**src/sv/pie_pkg.sv**
```systemverilog
// ============================================================================
// pie_pkg - shared definitions for the proximity index evaluator
// Widths, command and register codes, and the shared adder request/response.
// ============================================================================
package pie_pkg;

    // field and state widths
    localparam int unsigned CMD_W      = 2;
    localparam int unsigned SAMPLE_W   = 16;
    localparam int unsigned GAIN_W     = 16;
    localparam int unsigned SUM_W      = 32;
    localparam int unsigned COUNT_W    = 16;
    localparam int unsigned PEAK_SUM_W = 24;
    localparam int unsigned INDEX_W    = 40;
    localparam int unsigned MISS_W     = 3;
    localparam int unsigned CFG_IDX_W  = 2;

    // shared adder width: covers the widest product (16 x 24 x 16 bits)
    localparam int unsigned ALU_W      = 56;

    // sample store limit default
    localparam int unsigned MAX_SAMPLES_DEF = 65535;

    // the best is halved on a miss once the miss count is above this limit
    localparam logic [MISS_W-1:0] MISS_LIMIT = 3'd3;

    // configuration reset values
    localparam logic [GAIN_W-1:0] GAIN_MEAN_RST    = 16'd128;
    localparam logic [GAIN_W-1:0] GAIN_PEAKS_RST   = 16'd256;
    localparam logic [GAIN_W-1:0] INTERVAL_LEN_RST = 16'd128;

    // input commands
    typedef enum logic [CMD_W-1:0] {
        CMD_SAMPLE = 2'd0,
        CMD_MARK   = 2'd1,
        CMD_EVAL   = 2'd2
    } cmd_t;

    // configuration register indexes
    typedef enum logic [CFG_IDX_W-1:0] {
        REG_GAIN_MEAN    = 2'd0,
        REG_GAIN_PEAKS   = 2'd1,
        REG_INTERVAL_LEN = 2'd2
    } cfg_reg_t;

    // shared adder request and response
    typedef struct packed {
        logic [ALU_W-1:0] a;
        logic [ALU_W-1:0] b;
        logic             sub;
    } alu_req_t;

    typedef struct packed {
        logic [ALU_W-1:0] sum;
        logic             carry;
    } alu_rsp_t;

endpackage

```
**src/sv/pie_addsub.sv**
```systemverilog
// ============================================================================
// pie_addsub - shared add/subtract unit
// One wide adder used for divider trial subtracts, shift-add multiply steps,
// the final sum and the best-index compare. carry high on a subtract means
// no borrow (a >= b).
// ============================================================================
module pie_addsub (
    input  pie_pkg::alu_req_t req,
    output pie_pkg::alu_rsp_t rsp
);
    import pie_pkg::*;

    logic [ALU_W:0]   full;
    logic [ALU_W-1:0] b_eff;

    // invert and add one for subtract
    assign b_eff = req.sub ? ~req.b : req.b;
    assign full  = {1'b0, req.a} + {1'b0, b_eff} + {{ALU_W{1'b0}}, req.sub};

    assign rsp.sum   = full[ALU_W-1:0];
    assign rsp.carry = full[ALU_W];

endmodule

```
**src/sv/proximity_index_evaluator.sv**
```systemverilog
// ============================================================================
// proximity_index_evaluator - gas proximity index with best tracking
// Accumulates samples and interval maxima; on evaluate forms
// gain_mean*avg + (gain_peaks*peak_sum*interval_len)>>8, saturates it,
// updates the stored best and miss count and emits one result.
// ============================================================================
//
//  channel  | signals                                   | transaction
//  ---------+-------------------------------------------+----------------------
//  input    | in_valid, in_ready, command, sample       | one command
//  output   | out_valid, out_ready, proximity,          | one evaluate result
//           | new_spiral, best_after, misses_after      |
//  config   | cfg_we, cfg_index, cfg_wdata              | one register write
//
//  Sample, interval mark and unused commands are taken straight from idle.
//  Evaluate runs 32 divide steps (skipped without samples), 3 x 16 multiply
//  steps, then add, compare and finish, all on the one shared adder; in_ready
//  is low meanwhile.
//  The finished result sits in an output register, so samples are taken while
//  it waits; a second evaluate holds in its finish step until that is taken.
//  rst_n clears control and accumulator state and loads the reset values.
// ============================================================================
module proximity_index_evaluator #(
    parameter int unsigned MAX_SAMPLES = pie_pkg::MAX_SAMPLES_DEF
) (
    input  logic                           clk,
    input  logic                           rst_n,
    // input channel
    input  logic                           in_valid,
    output logic                           in_ready,
    input  logic [pie_pkg::CMD_W-1:0]      command,
    input  logic [pie_pkg::SAMPLE_W-1:0]   sample,
    // output channel
    output logic                           out_valid,
    input  logic                           out_ready,
    output logic [pie_pkg::INDEX_W-1:0]    proximity,
    output logic                           new_spiral,
    output logic [pie_pkg::INDEX_W-1:0]    best_after,
    output logic [pie_pkg::MISS_W-1:0]     misses_after,
    // configuration
    input  logic                           cfg_we,
    input  logic [pie_pkg::CFG_IDX_W-1:0]  cfg_index,
    input  logic [pie_pkg::GAIN_W-1:0]     cfg_wdata
);
    import pie_pkg::*;

    localparam logic [COUNT_W-1:0] MAX_CNT  = COUNT_W'(MAX_SAMPLES);
    localparam int unsigned        STEP_W   = 5;
    localparam logic [STEP_W-1:0]  DIV_LAST = STEP_W'(SUM_W - 1);
    localparam logic [STEP_W-1:0]  MUL_LAST = STEP_W'(GAIN_W - 1);
    localparam int unsigned        REM_W    = COUNT_W + 1;
    localparam int unsigned        FRAC_SH  = 8;

    typedef enum logic [2:0] {
        ST_IDLE,
        ST_DIV,
        ST_MUL_MEAN,
        ST_MUL_PEAK,
        ST_MUL_LEN,
        ST_ADD,
        ST_CMP,
        ST_FIN
    } state_t;

    state_t                 state_reg, state_next;

    // configuration
    logic [GAIN_W-1:0]      gain_mean_reg, gain_mean_next;
    logic [GAIN_W-1:0]      gain_peaks_reg, gain_peaks_next;
    logic [GAIN_W-1:0]      interval_len_reg, interval_len_next;

    // accumulators
    logic [SUM_W-1:0]       sum_reg, sum_next;
    logic [COUNT_W-1:0]     count_reg, count_next;
    logic [SAMPLE_W-1:0]    peak_reg, peak_next;
    logic                   seen_reg, seen_next;
    logic [PEAK_SUM_W-1:0]  peak_sum_reg, peak_sum_next;
    logic [INDEX_W-1:0]     best_reg, best_next;
    logic [MISS_W-1:0]      miss_reg, miss_next;

    // sequencer working registers
    logic [STEP_W-1:0]      step_reg, step_next;
    logic [COUNT_W-1:0]     rem_reg, rem_next;
    logic [SUM_W-1:0]       quo_reg, quo_next;
    logic [ALU_W-1:0]       acc_reg, acc_next;
    logic [ALU_W-1:0]       mcand_reg, mcand_next;
    logic [GAIN_W-1:0]      mplier_reg, mplier_next;
    logic [SUM_W-1:0]       mean_reg, mean_next;
    logic [INDEX_W-1:0]     pi_reg, pi_next;
    logic                   spiral_reg, spiral_next;

    // output register
    logic                   out_valid_reg, out_valid_next;
    logic [INDEX_W-1:0]     proximity_reg, proximity_next;
    logic                   new_spiral_reg, new_spiral_next;
    logic [INDEX_W-1:0]     best_after_reg, best_after_next;
    logic [MISS_W-1:0]      misses_after_reg, misses_after_next;

    // shared unit and helpers
    alu_req_t               alu_req;
    alu_rsp_t               alu_rsp;
    logic [REM_W-1:0]       div_shift;
    logic [PEAK_SUM_W:0]    peak_sum_add;
    logic [PEAK_SUM_W-1:0]  peak_sum_closed;

    pie_addsub u_addsub (
        .req (alu_req),
        .rsp (alu_rsp)
    );

    // closing the current interval adds its maximum, saturating
    assign peak_sum_add    = {1'b0, peak_sum_reg} + {{(PEAK_SUM_W+1-SAMPLE_W){1'b0}}, peak_reg};
    assign peak_sum_closed = !seen_reg ? peak_sum_reg :
                             (peak_sum_add[PEAK_SUM_W] ? '1 : peak_sum_add[PEAK_SUM_W-1:0]);

    // next partial remainder candidate for the divider
    assign div_shift = {rem_reg, quo_reg[SUM_W-1]};

    assign in_ready = (state_reg == ST_IDLE);

    // sequencer and datapath next state
    always_comb
    begin
        state_next        = state_reg;
        gain_mean_next    = gain_mean_reg;
        gain_peaks_next   = gain_peaks_reg;
        interval_len_next = interval_len_reg;
        sum_next          = sum_reg;
        count_next        = count_reg;
        peak_next         = peak_reg;
        seen_next         = seen_reg;
        peak_sum_next     = peak_sum_reg;
        best_next         = best_reg;
        miss_next         = miss_reg;
        step_next         = step_reg;
        rem_next          = rem_reg;
        quo_next          = quo_reg;
        acc_next          = acc_reg;
        mcand_next        = mcand_reg;
        mplier_next       = mplier_reg;
        mean_next         = mean_reg;
        pi_next           = pi_reg;
        spiral_next       = spiral_reg;
        out_valid_next    = out_valid_reg && !out_ready;
        proximity_next    = proximity_reg;
        new_spiral_next   = new_spiral_reg;
        best_after_next   = best_after_reg;
        misses_after_next = misses_after_reg;
        alu_req           = '0;

        // configuration writes
        if (cfg_we)
        begin
            unique case (cfg_index)
                REG_GAIN_MEAN:    gain_mean_next    = cfg_wdata;
                REG_GAIN_PEAKS:   gain_peaks_next   = cfg_wdata;
                REG_INTERVAL_LEN: interval_len_next = cfg_wdata;
                default:          ;
            endcase
        end

        unique case (state_reg)
            ST_IDLE:
            begin
                if (in_valid)
                begin
                    case (command)
                        CMD_SAMPLE:
                        begin
                            // ignored once the sample store is full
                            if (count_reg < MAX_CNT)
                            begin
                                sum_next   = sum_reg + SUM_W'(sample);
                                count_next = count_reg + 1'b1;
                                if (!seen_reg || sample > peak_reg)
                                begin
                                    peak_next = sample;
                                end
                                seen_next = 1'b1;
                            end
                        end
                        CMD_MARK:
                        begin
                            peak_sum_next = peak_sum_closed;
                            peak_next     = '0;
                            seen_next     = 1'b0;
                        end
                        CMD_EVAL:
                        begin
                            peak_sum_next = peak_sum_closed;
                            peak_next     = '0;
                            seen_next     = 1'b0;
                            if (count_reg == '0)
                            begin
                                // no samples: average taken as zero
                                acc_next    = '0;
                                mcand_next  = ALU_W'(gain_mean_reg);
                                mplier_next = '0;
                                step_next   = MUL_LAST;
                                state_next  = ST_MUL_MEAN;
                            end
                            else
                            begin
                                rem_next   = '0;
                                quo_next   = sum_reg;
                                step_next  = DIV_LAST;
                                state_next = ST_DIV;
                            end
                        end
                        default: ;
                    endcase
                end
            end

            // restoring divide, one quotient bit a cycle
            ST_DIV:
            begin
                alu_req.a   = ALU_W'(div_shift);
                alu_req.b   = ALU_W'(count_reg);
                alu_req.sub = 1'b1;
                rem_next    = alu_rsp.carry ? alu_rsp.sum[COUNT_W-1:0] :
                              div_shift[COUNT_W-1:0];
                quo_next    = {quo_reg[SUM_W-2:0], alu_rsp.carry};
                step_next   = step_reg - 1'b1;
                if (step_reg == '0)
                begin
                    acc_next    = '0;
                    mcand_next  = ALU_W'(gain_mean_reg);
                    mplier_next = quo_next[GAIN_W-1:0];
                    step_next   = MUL_LAST;
                    state_next  = ST_MUL_MEAN;
                end
            end

            // shift-add multiply steps
            ST_MUL_MEAN, ST_MUL_PEAK, ST_MUL_LEN:
            begin
                alu_req.a   = acc_reg;
                alu_req.b   = mplier_reg[0] ? mcand_reg : '0;
                alu_req.sub = 1'b0;
                acc_next    = alu_rsp.sum;
                mcand_next  = mcand_reg << 1;
                mplier_next = mplier_reg >> 1;
                step_next   = step_reg - 1'b1;
                if (step_reg == '0)
                begin
                    step_next = MUL_LAST;
                    acc_next  = '0;
                    if (state_reg == ST_MUL_MEAN)
                    begin
                        mean_next   = alu_rsp.sum[SUM_W-1:0];
                        mcand_next  = ALU_W'(peak_sum_reg);
                        mplier_next = gain_peaks_reg;
                        state_next  = ST_MUL_PEAK;
                    end
                    else if (state_reg == ST_MUL_PEAK)
                    begin
                        mcand_next  = ALU_W'(alu_rsp.sum[INDEX_W-1:0]);
                        mplier_next = interval_len_reg;
                        state_next  = ST_MUL_LEN;
                    end
                    else
                    begin
                        acc_next   = alu_rsp.sum;
                        state_next = ST_ADD;
                    end
                end
            end

            // mean term plus truncated peak term, saturated
            ST_ADD:
            begin
                alu_req.a   = acc_reg >> FRAC_SH;
                alu_req.b   = ALU_W'(mean_reg);
                alu_req.sub = 1'b0;
                pi_next     = (|alu_rsp.sum[ALU_W-1:INDEX_W]) ? '1 :
                              alu_rsp.sum[INDEX_W-1:0];
                state_next  = ST_CMP;
            end

            // borrow on best - index means the index is greater
            ST_CMP:
            begin
                alu_req.a   = ALU_W'(best_reg);
                alu_req.b   = ALU_W'(pi_reg);
                alu_req.sub = 1'b1;
                spiral_next = !alu_rsp.carry;
                state_next  = ST_FIN;
            end

            // update best and misses, hand over the result, clear accumulators
            ST_FIN:
            begin
                if (!out_valid_reg || out_ready)
                begin
                    if (spiral_reg)
                    begin
                        best_next = pi_reg;
                        miss_next = '0;
                    end
                    else if (miss_reg > MISS_LIMIT)
                    begin
                        best_next = best_reg >> 1;
                        miss_next = '0;
                    end
                    else
                    begin
                        miss_next = miss_reg + 1'b1;
                    end
                    out_valid_next    = 1'b1;
                    proximity_next    = pi_reg;
                    new_spiral_next   = spiral_reg;
                    best_after_next   = best_next;
                    misses_after_next = miss_next;
                    sum_next          = '0;
                    count_next        = '0;
                    peak_next         = '0;
                    seen_next         = 1'b0;
                    peak_sum_next     = '0;
                    state_next        = ST_IDLE;
                end
            end

            default: state_next = ST_IDLE;
        endcase
    end

    // state and registers
    always_ff @(posedge clk or negedge rst_n)
    begin
        if (!rst_n)
        begin
            state_reg        <= ST_IDLE;
            gain_mean_reg    <= GAIN_MEAN_RST;
            gain_peaks_reg   <= GAIN_PEAKS_RST;
            interval_len_reg <= INTERVAL_LEN_RST;
            sum_reg          <= '0;
            count_reg        <= '0;
            peak_reg         <= '0;
            seen_reg         <= 1'b0;
            peak_sum_reg     <= '0;
            best_reg         <= '0;
            miss_reg         <= '0;
            step_reg         <= '0;
            out_valid_reg    <= 1'b0;
        end
        else
        begin
            state_reg        <= state_next;
            gain_mean_reg    <= gain_mean_next;
            gain_peaks_reg   <= gain_peaks_next;
            interval_len_reg <= interval_len_next;
            sum_reg          <= sum_next;
            count_reg        <= count_next;
            peak_reg         <= peak_next;
            seen_reg         <= seen_next;
            peak_sum_reg     <= peak_sum_next;
            best_reg         <= best_next;
            miss_reg         <= miss_next;
            step_reg         <= step_next;
            out_valid_reg    <= out_valid_next;
        end
    end

    // payload registers
    always_ff @(posedge clk)
    begin
        rem_reg          <= rem_next;
        quo_reg          <= quo_next;
        acc_reg          <= acc_next;
        mcand_reg        <= mcand_next;
        mplier_reg       <= mplier_next;
        mean_reg         <= mean_next;
        pi_reg           <= pi_next;
        spiral_reg       <= spiral_next;
        proximity_reg    <= proximity_next;
        new_spiral_reg   <= new_spiral_next;
        best_after_reg   <= best_after_next;
        misses_after_reg <= misses_after_next;
    end

    assign out_valid    = out_valid_reg;
    assign proximity    = proximity_reg;
    assign new_spiral   = new_spiral_reg;
    assign best_after   = best_after_reg;
    assign misses_after = misses_after_reg;

`ifndef SYNTH
    // a result only appears out of the finish step
    a_result_from_fin: assert property (@(posedge clk) disable iff (!rst_n)
        $rose(out_valid) |-> $past(state_reg == ST_FIN))
        else $error("result raised outside finish step");

    // a new spiral makes the index the stored best
    a_spiral_best: assert property (@(posedge clk) disable iff (!rst_n)
        (out_valid && new_spiral) |-> (best_after == proximity))
        else $error("new spiral without best update");

    // miss count never passes the halving point
    a_miss_bound: assert property (@(posedge clk) disable iff (!rst_n)
        miss_reg <= (MISS_LIMIT + 3'd1))
        else $error("miss count out of range");

    // sample count stays within the store
    a_count_bound: assert property (@(posedge clk) disable iff (!rst_n)
        count_reg <= MAX_CNT)
        else $error("sample count beyond store size");
`endif

endmodule
```
**config.mk**
```make
export PLATFORM = sky130hd
export DESIGN_NAME = proximity_index_evaluator
export DESIGN_NICKNAME = d
export VERILOG_FILES = /design/src/sv/pie_pkg.sv /design/src/sv/pie_addsub.sv /design/src/sv/proximity_index_evaluator.sv
export SDC_FILE = /design/constraint.sdc
export NUM_CORES = 1
export LEC_CHECK = 0
export BUFFER_PORTS_ARGS = -buffer_cell sky130_fd_sc_hd__buf_2
export CAP_MARGIN = 25
export CORE_ASPECT_RATIO = 1.75
export CORE_MARGIN = 1.5
export CORE_UTILIZATION = 40
export DETAILED_ROUTE_END_ITERATION = 10
export SETUP_SLACK_MARGIN = 0.2
export SLEW_MARGIN = 10
export SYNTH_ARGS = -nofsm -noshare
export SYNTH_HDL_FRONTEND = slang
export SYNTH_SLANG_ARGS = --single-unit
```
**constraint.sdc**
```tcl
create_clock -name clk -period 10.8 [get_ports clk]
set_clock_uncertainty 0.1 [all_clocks]
set_input_delay 3.24 -clock clk [delete_from_list [all_inputs] [get_ports clk]]
set_output_delay 3.24 -clock clk [all_outputs]
set_load 0.05 [all_outputs]
```
# ---- After elaboration in Yosys (flattened, before gate mapping)
# Index checks and enable logic that the tools add are counted.
dict set report word_totals {
  reg_bits 522
  wordCells 176
}
dict set report classes {
  n_bitwise 1
  n_lt_le_gt_ge 3
  n_addsub 7
  muxes 82
  n_reduce_logical 33
  eq_ne 25
}
# operator count
set ops {}
lappend ops {{$mux 56} 16}
lappend ops {{$pmux 113 s4} 1}
lappend ops {{$pmux 56 s3} 2}
lappend ops {{$mux 16} 18}
lappend ops {{$mux 32} 7}
lappend ops {{$pmux 16 s2} 4}
lappend ops {{$pmux 32 s2} 2}
lappend ops {{$mux 24} 5}
lappend ops {{$mux 40} 2}
lappend ops {{$add 56x56->57} 1}
lappend ops {{$add 57x1->57} 1}
lappend ops {{$not 56->56} 1}
lappend ops {{$pmux 16 s3} 1}
lappend ops {{$pmux 24 s2} 1}
lappend ops {{$add 32x16->32} 1}
lappend ops {{$add 24x16->25} 1}
lappend ops {{$reduce_and 5->1} 5}
lappend ops {{$mux 3} 8}
lappend ops {{$mux 5} 4}
lappend ops {{$pmux 3 s6} 1}
lappend ops {{$add 16x1->16 const B} 1}
lappend ops {{$gt 16x16->1} 1}
lappend ops {{$logic_not 16->1} 1}
lappend ops {{$lt 16x16->1 const B} 1}
lappend ops {{32 further kinds} 65}

# ---- Longest topological paths before layout
# Gate-level depths: netlist of run 1.
dict set report logic_depth {
  word_depth 11
  mapped_depth 25
  ltp_nobuf 19
}

# ---- By module
# A second synthesis of run 1 with hierarchy kept.
dict set report unflattened {
  cells_unflattened 2925
  area_unflattened_um2 29789.8
}
# mod cells_per_inst seq_area_each_um2 n_inst area_per_inst_um2
set modules_own_cells {}
lappend modules_own_cells {proximity_index_evaluator 2371 14732.9 1 25862.3}
lappend modules_own_cells {pie_addsub 554 0.0 1 3927.5}

# ---- Least setup slack after synthesis of run 1
# No wires, ideal clock.
dict set report synth_timing {
  path_type {input-to-reg}
  start {input port command[0] (netlist name)}
  end {register acc_reg[0] (enable)}
  t_arrival_ns 10.153
  setup_time_ns 0.658
  slack_ns -0.111
  path_stages 6
  cell_sequence {inv_1 -> ha_1 -> a21oi_1 -> a21oi_1 -> o21ai_0 -> a21oi_1}
}
dict set report synth_between {
  elab_chain_len 3
}
# item line
set synth_lines {}
lappend synth_lines {{from (decl)} proximity_index_evaluator.sv:31} ;# input logic [pie_pkg::CMD_W-1:0] command,
lappend synth_lines {{$eq 2x2->1} proximity_index_evaluator.sv:167} ;# case (command)
lappend synth_lines {{$ne 2x1->1 (no line)} --}
lappend synth_lines {{$reduce_and 5->1 (no line)} --}
lappend synth_lines {{to (signal assigned)} proximity_index_evaluator.sv:370} ;# acc_reg <= acc_next;
lappend synth_lines {{to (decl)} proximity_index_evaluator.sv:85} ;# logic [ALU_W-1:0] acc_reg, acc_next;
# No other way between the ends.
# A chain may end at the register's enable or synchronous reset.

# ---- Final worst setup path of run 1
dict set report layout_timing {
  start {register state_reg[0]}
  end {register pi_reg[30], data pin}
}
dict set report layout_between {
  elab_chain_len 8
  elab_cells_between_ends 13
}
# item line
set layout_lines {}
lappend layout_lines {{from (decl)} proximity_index_evaluator.sv:65} ;# state_t state_reg, state_next;
lappend layout_lines {{from (signal assigned)} proximity_index_evaluator.sv:349} ;# state_reg <= state_next;
lappend layout_lines {{$eq 3x2->1 / $eq 3x3->1 (equally long branches)} proximity_index_evaluator.sv:162} ;# unique case (state_reg)
lappend layout_lines {{$reduce_or 3->1} proximity_index_evaluator.sv:162}
lappend layout_lines {{$pmux 113 s4 (*)} proximity_index_evaluator.sv:162}
lappend layout_lines {{$not 56->56} pie_addsub.sv:17} ;# assign b_eff = req.sub ? ~req.b : req.b;
lappend layout_lines {{$mux 56} pie_addsub.sv:17}
lappend layout_lines {{$add 56x56->57} pie_addsub.sv:18} ;# assign full = {1'b0, req.a} + {1'b0, b_eff} + {{ALU_W{1'b0}}, req.sub};
lappend layout_lines {{$add 57x1->57 (*)} pie_addsub.sv:18}
lappend layout_lines {{$reduce_or 16->1} proximity_index_evaluator.sv:276} ;# pi_next = (|alu_rsp.sum[ALU_W-1:INDEX_W]) ? '1 :
lappend layout_lines {{to (signal assigned)} proximity_index_evaluator.sv:374} ;# pi_reg <= pi_next;
lappend layout_lines {{to (decl)} proximity_index_evaluator.sv:89} ;# logic [INDEX_W-1:0] pi_reg, pi_next;
# Every way passes the cells marked *; elsewhere a longest branch is shown, timed or not.

==> results of run 1 <==
[power by group]
group / internal, mW / switching [mW]
Clock: 1.06 / 0.796
Sequential: 3.07 / 0.553
Combinational: 1.74 / 3.58
Total: 5.87 / 4.93
[cell type report]
class | instances | area (um2) | area share (%)
sequential | 522 | 14700 | 45.4
inverter | 101 | 384 | 1.18
clock inverter | 25 | 355 | 1.09
tap | 931 | 1160 | 3.59
timing repair buffer | 169 | 985 | 3.03
clock buffer | 67 | 1340 | 4.11
multi-input combinational | 2143 | 13500 | 41.6
[kinds of logic (layout without fill, tap and decap cells)]
logic type	Yosys count	count (layout)	synth area share, %
muxes	185	185	6.75
buffers and inverters	277	362	3.66
xor gates and xnor gates	99	99	2.97
and+or+nand+nor	982	982	14.5
AOI/OAI and AO/OA	764	764	16.8
DFF	522	522	50.4
adders and majority gates	113	113	4.91
[final timing paths]
check                                              endpoint  slack, ns
max in group asynchronous          state_reg[0]$_DFFE_PN0P_       6.57
hold / removal                      proximity[29]$_DFFE_PP_       0.40
min in group asynchronous  interval_len_reg[11]$_DFFE_PN0P_       2.58
setup / recovery                   pi_reg[30]$_SDFFCE_PP1N_       3.33
hold reg to reg                     proximity[29]$_DFFE_PP_       0.40
setup reg to reg                   pi_reg[30]$_SDFFCE_PP1N_       3.33
[cell usage in the layout, fill, tap and decap left out, drive strengths merged, types with 14 or more instances in the layout]
cell	instances
nor2	233
inv	101
a22o	25
mux2	87
ha	110
clkbuf	68
o21ai	239
o221ai	16
nand3	59
a22oi	29
a21o	50
and3	27
a221oi	20
buf	168
nand2	500
o22ai	29
o21bai	20
mux2i	97
dfrtp	186
a31oi	22
a21oi	169
edfxtp	333
nor3	43
and2	15
clkinv	14
xnor2	59
xor2	40
nand4	25
a211oi	34
or3	14
a222oi	26
o31ai	14
[synth_stat cells, drive strengths merged, types with 8 or more instances]
cell	n
nor2b	9
nor2	233
clkbuf	149
dfrtp	186
and2	15
xor2	40
a31oi	22
o221ai	16
a21oi	169
nor3	43
a222oi	26
buf	27
a22oi	29
and3	27
ha	110
a21o	50
o31ai	14
o21bai	20
nand2b	13
a22o	25
xnor2	59
nor4	8
edfxtp	333
o22ai	29
or3	14
a211oi	34
mux2	87
nor3b	10
mux2i	97
o211ai	11
nand2	500
o21ai	239
nand3	59
nand4	25
a221oi	20
o21a	12
inv	100
[metal layers]
layer,wire (um),up-vias,global-route usage (%)
li1,-,10822,-
met1,33300,11605,27.1
met2,49500,876,45.8
met3,4920,261,2.90
met4,7730,6,18.2
met5,40,-,0
[stage by stage]
stage	area [um2]	util, %
2_1_floorplan	29200	-
3_3_place_gp	30700	42.3
3_5_place_dp	30800	42.4
4_1_cts	32400	44.7
5_1_grt	32500	44.7
6_report	32500	44.7
[critical path: cells and delay by family, from the launching register on]
kind,cells,cell delay (ns)
AOI/OAI and AO/OA,9,3.16
and+or+nand+nor,6,1.96
buffers and inverters,2,0.97
DFF,1,0.63
adders and majority gates,1,0.33
==> results.toml, run 1 <==
[run_status]
outcome = "finished, violations left"
violations = "DRC"

[timing]
min_period_ns = 7.47
setup_tns_ns = 0
finalMaxSlewViolations = 0
rsz0062_at_grt = "no"
setup_ws_ns = 3.33
finalHoldWorstSlack_ns = 0.396
slew_headroom_pct = 32.4
setup_viol = 0
tightest_slew_ns = 1.01
max_freq_mhz = 134
hold_viol = 0
fin_crit_sh_pct = 69.2

[finish]
fill_cells = 6934
instances_no_fill = 3958
drive_above_1_share_pct = 12.1
area_delta_synth_final_pct = 11.1
nNetsFinal = 3140
antenna_cells = 0

[pwr]
p_per_area_mw_per_mm2 = 333
max-vdd-ir-drop_mv = 0.158
power.leakage_nw = 13.2
p_total_mw = 10.8

[placed_design]
io_buffer_count = 126
place_ws_ns = 3.43
placed_cells = 3864
dp_hpwl_mm = 69.7
gp_congestion = 0.976

[floorplan]
floorplan.rows = 131
start_util_pct = 40.3
core_area_mm2 = 0.0726
num_io_pins = 127
die-area_mm2 = 0.0748
fp.dieW_um = 207
die_h_um = 361

[job]
drv_cap = 0

[clocking]
cts.sinks = 522
cts_buffers = 49
postCtsSetupRepairBufs = 0
cts_tree = "built"
cts_resized = 0
ctsHoldBuffers = 0
cts.clk_slew.worst_paths_ns = 0.07
cts_root_buffer = "clkbuf_16"
clk_path_buf_depth = 3
clk_latency_ns = 0.63
htreeDepth = 2

[worst_setup_path]
worstPathRequired_ns = 11.05
max_stage_delay_ns = 0.92
endpoint_kind = "flop"
start_kind = "flop"
crit_chain = "inv_1, nand2_1, o21ai_1, a21oi_1, a21oi_1, ha_1, nand2_1, nor4_1, o21ai_0, a21oi_1, nand3_1, a31oi_1, o21a_1, a2bb2oi_1, nand4_1, a2111oi_4, buf_4, nand2_1"
critPathLaunch = "state_reg[0]$_DFFE_PN0P_"
worstPathArrival_ns = 7.72
reg2reg_from = "state_reg[0]$_DFFE_PN0P_"
cp_max_fo = 22
cp_slowest_cell = "o21ai_1"
reg2reg_depth = 18
crit_type = "flop to flop"

[routing]
num_vias = 23570
antenna_left = 0
wl_per_cell_um = 24.1
first_iter_violations = 1942
drc = 11
totalWireLength_mm = 95.5
viasPerCell = 5.96
dr.pass1.iters = 11

[synthesis]
synthesis.nets = 3096
synth_edf_count = 333
ys.flop_type = "edfxtp_1"
ys_seq_elements = 522
syn_avg_cell_area_um2 = 9.94
synthTopCellsByArea = "edfxtp_1, dfrtp_1, nand2_1, ha_1, o21ai_0"
synth_largest_area_cell = "edfxtp_1"
synthCells = 2942
synth-seq-area-share_pct = 50.4
async_flop_share_pct = 36.2
synth.distinct_cells = 84
synthesis.area_mm2 = 0.0292
post-synth-top-area-fraction_pct = 34.2
yosysWarnings = 0

[grt]
grt_pass1_vias = 23401
track_usage_pct = 25.2
antenna_found_initial = 4
grt_pass1_wl_mm = 143
overflow = 0
grt_max_degree = 92

[min_path]
hold_depth = 0
hp-start = "pi_reg[29]$_SDFFCE_PP1N_"
worst_hold_path_type = "flop to flop"
Note: power is estimated with default switching activity, not from simulation.
==> run 2, diff against run 1 <==
==> constraint.sdc (replaced) <==
create_clock -name clk -period 6.3 [get_ports clk]
set_clock_uncertainty 0.1 [all_clocks]
set_input_delay 1.89 -clock clk [delete_from_list [all_inputs] [get_ports clk]]
set_output_delay 1.89 -clock clk [all_outputs]
set_load 0.05 [all_outputs]
==> results.toml, run 2 (same netlist as run 1, synthesis figures left out) <==
[finish]
nNetsFinal = 3179
multi_input_area_mm2 = 0.0135
area_delta_synth_final_pct = 12.9
final_common_cell = "nand2_1"
fill_cells = 6922
seqCellArea_mm2 = 0.0147
instances_no_fill = 3997
final_cell_mix = "nand2_1, edfxtp_1, o21ai_0"
drive_above_1_share_pct = 13.9

[worst_setup_path]
critical_path_depth = 18
reg2reg_depth = 18
start_kind = "flop"
cpLargestDelayFamily = "simple AND/OR/NAND/NOR gates"
max_stage_delay_ns = 0.64
worstPathArrival_ns = 6.14
worstPathRequired_ns = 6.57
timing.rr.end = "pi_reg[38]$_SDFFCE_PP1N_"
reg2reg_slack_ns = 0.42
crit_type = "flop to flop"
crit_chain = "buf_4, buf_4, mux2i_1, o22ai_1, ha_1, nand2_1, nor4_1, nand2_1, nor4_1, o21ai_0, a31oi_1, o21a_1, a2bb2oi_1, nand4_1, a2111oi_4, buf_4, buf_6, nand2_1"
cp_slowest_cell = "nor4_1"
endpoint_kind = "flop"
cp_max_fo = 49
reg2reg_from = "state_reg[0]$_DFFE_PN0P_"
critPathBufInv = 4

[clocking]
cts_buffers = 49
cts.sinks = 522
clk_latency_ns = 0.63
htreeDepth = 2
ctsHoldBuffers = 0
clk_path_buf_depth = 3
cts_tree = "built"
cts.clk_slew.worst_paths_ns = 0.07
cts_root_buffer = "clkbuf_16"

[floorplan]
die-area_mm2 = 0.0748
floorplan.rows = 131
core_area_mm2 = 0.0726
num_io_pins = 127
start_util_pct = 40.3
die_h_um = 361
fp.dieW_um = 207

[routing]
num_vias = 23748
viasPerCell = 5.94
drc = 10
dr.pass1.iters = 11
totalWireLength_mm = 98.5
first_iter_violations = 1664
antenna_left = 0
wl_per_cell_um = 24.7

[timing]
fin_crit_sh_pct = 93.3
min_period_ns = 5.88
slew_headroom_pct = 30.5
max_freq_mhz = 170
tightest_slew_ns = 1.04
rsz0062_at_grt = "no"
hold_viol = 0
finalMaxSlewViolations = 0
setup_tns_ns = 0
setup_viol = 0

[placed_design]
placed_cells = 3891
gp_congestion = 0.963
dp_hpwl_mm = 72.5
io_buffer_count = 126

[grt]
grt_pass1_wl_mm = 147
busiest_layer = "met2"
grtUsageMet3_pct = 2.77
track_usage_pct = 25.9
use_met1_pct = 26.9
grt_max_degree = 129
use_met2_pct = 47.1
overflow = 0
grt_pass1_vias = 23741
antenna_found_initial = 3

[pwr]
p_sw_mw = 8.77
swShare_pct = 45.9
power.leakage_nw = 13.5
max-vdd-ir-drop_mv = 0.588
clkPwrFrac_pct = 17.1
p_int_mw = 10.3
power_frac_seq_pct = 32.3
combPwrFrac_pct = 50.5
p_per_area_mw_per_mm2 = 579

[min_path]
worst_hold_path_type = "flop to flop"
whs_endpoint = "proximity[31]$_DFFE_PP_"
hp-start = "pi_reg[31]$_SDFFCE_PP1N_"
hold_depth = 0

[job]
drv_cap = 0

[run_status]
violations = "DRC"
outcome = "finished, violations left"
[run 2: cell types whose count changed in the layout (fill, tap and decap cells not counted), moves of 8 or more]
cell,delta
buf_12,+9
clkinv_2,+8
clkbuf_1,-11
buf_4,+25
[run 2: worst max-delay path by stage]
stage                        startpoint  slack, ns                  endpoint
2_1_floorplan  state_reg[2]$_DFFE_PN0P_       0.31  pi_reg[22]$_SDFFCE_PP1N_
3_3_place_gp   state_reg[0]$_DFFE_PN0P_       0.19  pi_reg[14]$_SDFFCE_PP1N_
3_5_place_dp   state_reg[0]$_DFFE_PN0P_       0.14  pi_reg[21]$_SDFFCE_PP1N_
4_1_cts        state_reg[0]$_DFFE_PN0P_       0.21  pi_reg[21]$_SDFFCE_PP1N_
5_1_grt        state_reg[1]$_DFFE_PN0P_       0.16  pi_reg[38]$_SDFFCE_PP1N_
6_report       state_reg[0]$_DFFE_PN0P_       0.42  pi_reg[38]$_SDFFCE_PP1N_
[run 2: per-stage QoR]
step	worst slack [ns]	util [%]	hold WS [ns]	cell area (um2)	power (mW)
floorplan	0.313	-	0.346	29200	12.2
global placement	0.195	42.8	0.369	31100	15.5
detailed placement	0.142	42.8	0.374	31100	15.7
CTS	0.209	45.2	0.390	32800	19.0
global route	0.157	45.4	0.411	33000	20.1
finish	0.423	45.4	0.389	33000	19.1
[run 2: final cells by class]
cell class | count | share of cell area, %
Tap cell | 931 | 3.53
Timing Repair Buffer | 208 | 4.36
Clock buffer | 57 | 3.93
Antenna cell | 1 | 0.00758
Multi-Input combinational cell | 2143 | 41.0
Clock inverter | 34 | 1.33
Sequential cell | 522 | 44.7
Inverter | 101 | 1.16
[run 2: timing repair]
item / CTS / global route
setup endpoints to repair: 37 / 40
gates resized for setup: 1 / 13
buffers inserted: 0 / 9
pin swaps: 0 / 1
cloned: 0 / 1
[run 2: power groups by stage]
stage                     sequential (mW)  clock [mW]  combinational [mW]
after floorplan                      5.89           0                6.33
after global placement               6.19           0                9.27
after detailed placement             6.22           0                9.44
after CTS                            6.16        3.32                9.49
after global routing                 6.25        3.44                10.4
final                                6.18        3.27                9.65
[run 2: per-layer routing]
layer	up-vias	share of wire [%]	wire [um]
met1	11681	35	34000
li1	10904	-	-
met5	-	0.031	31
met2	865	52	51200
met4	4	8.9	8740
met3	294	4.6	4550
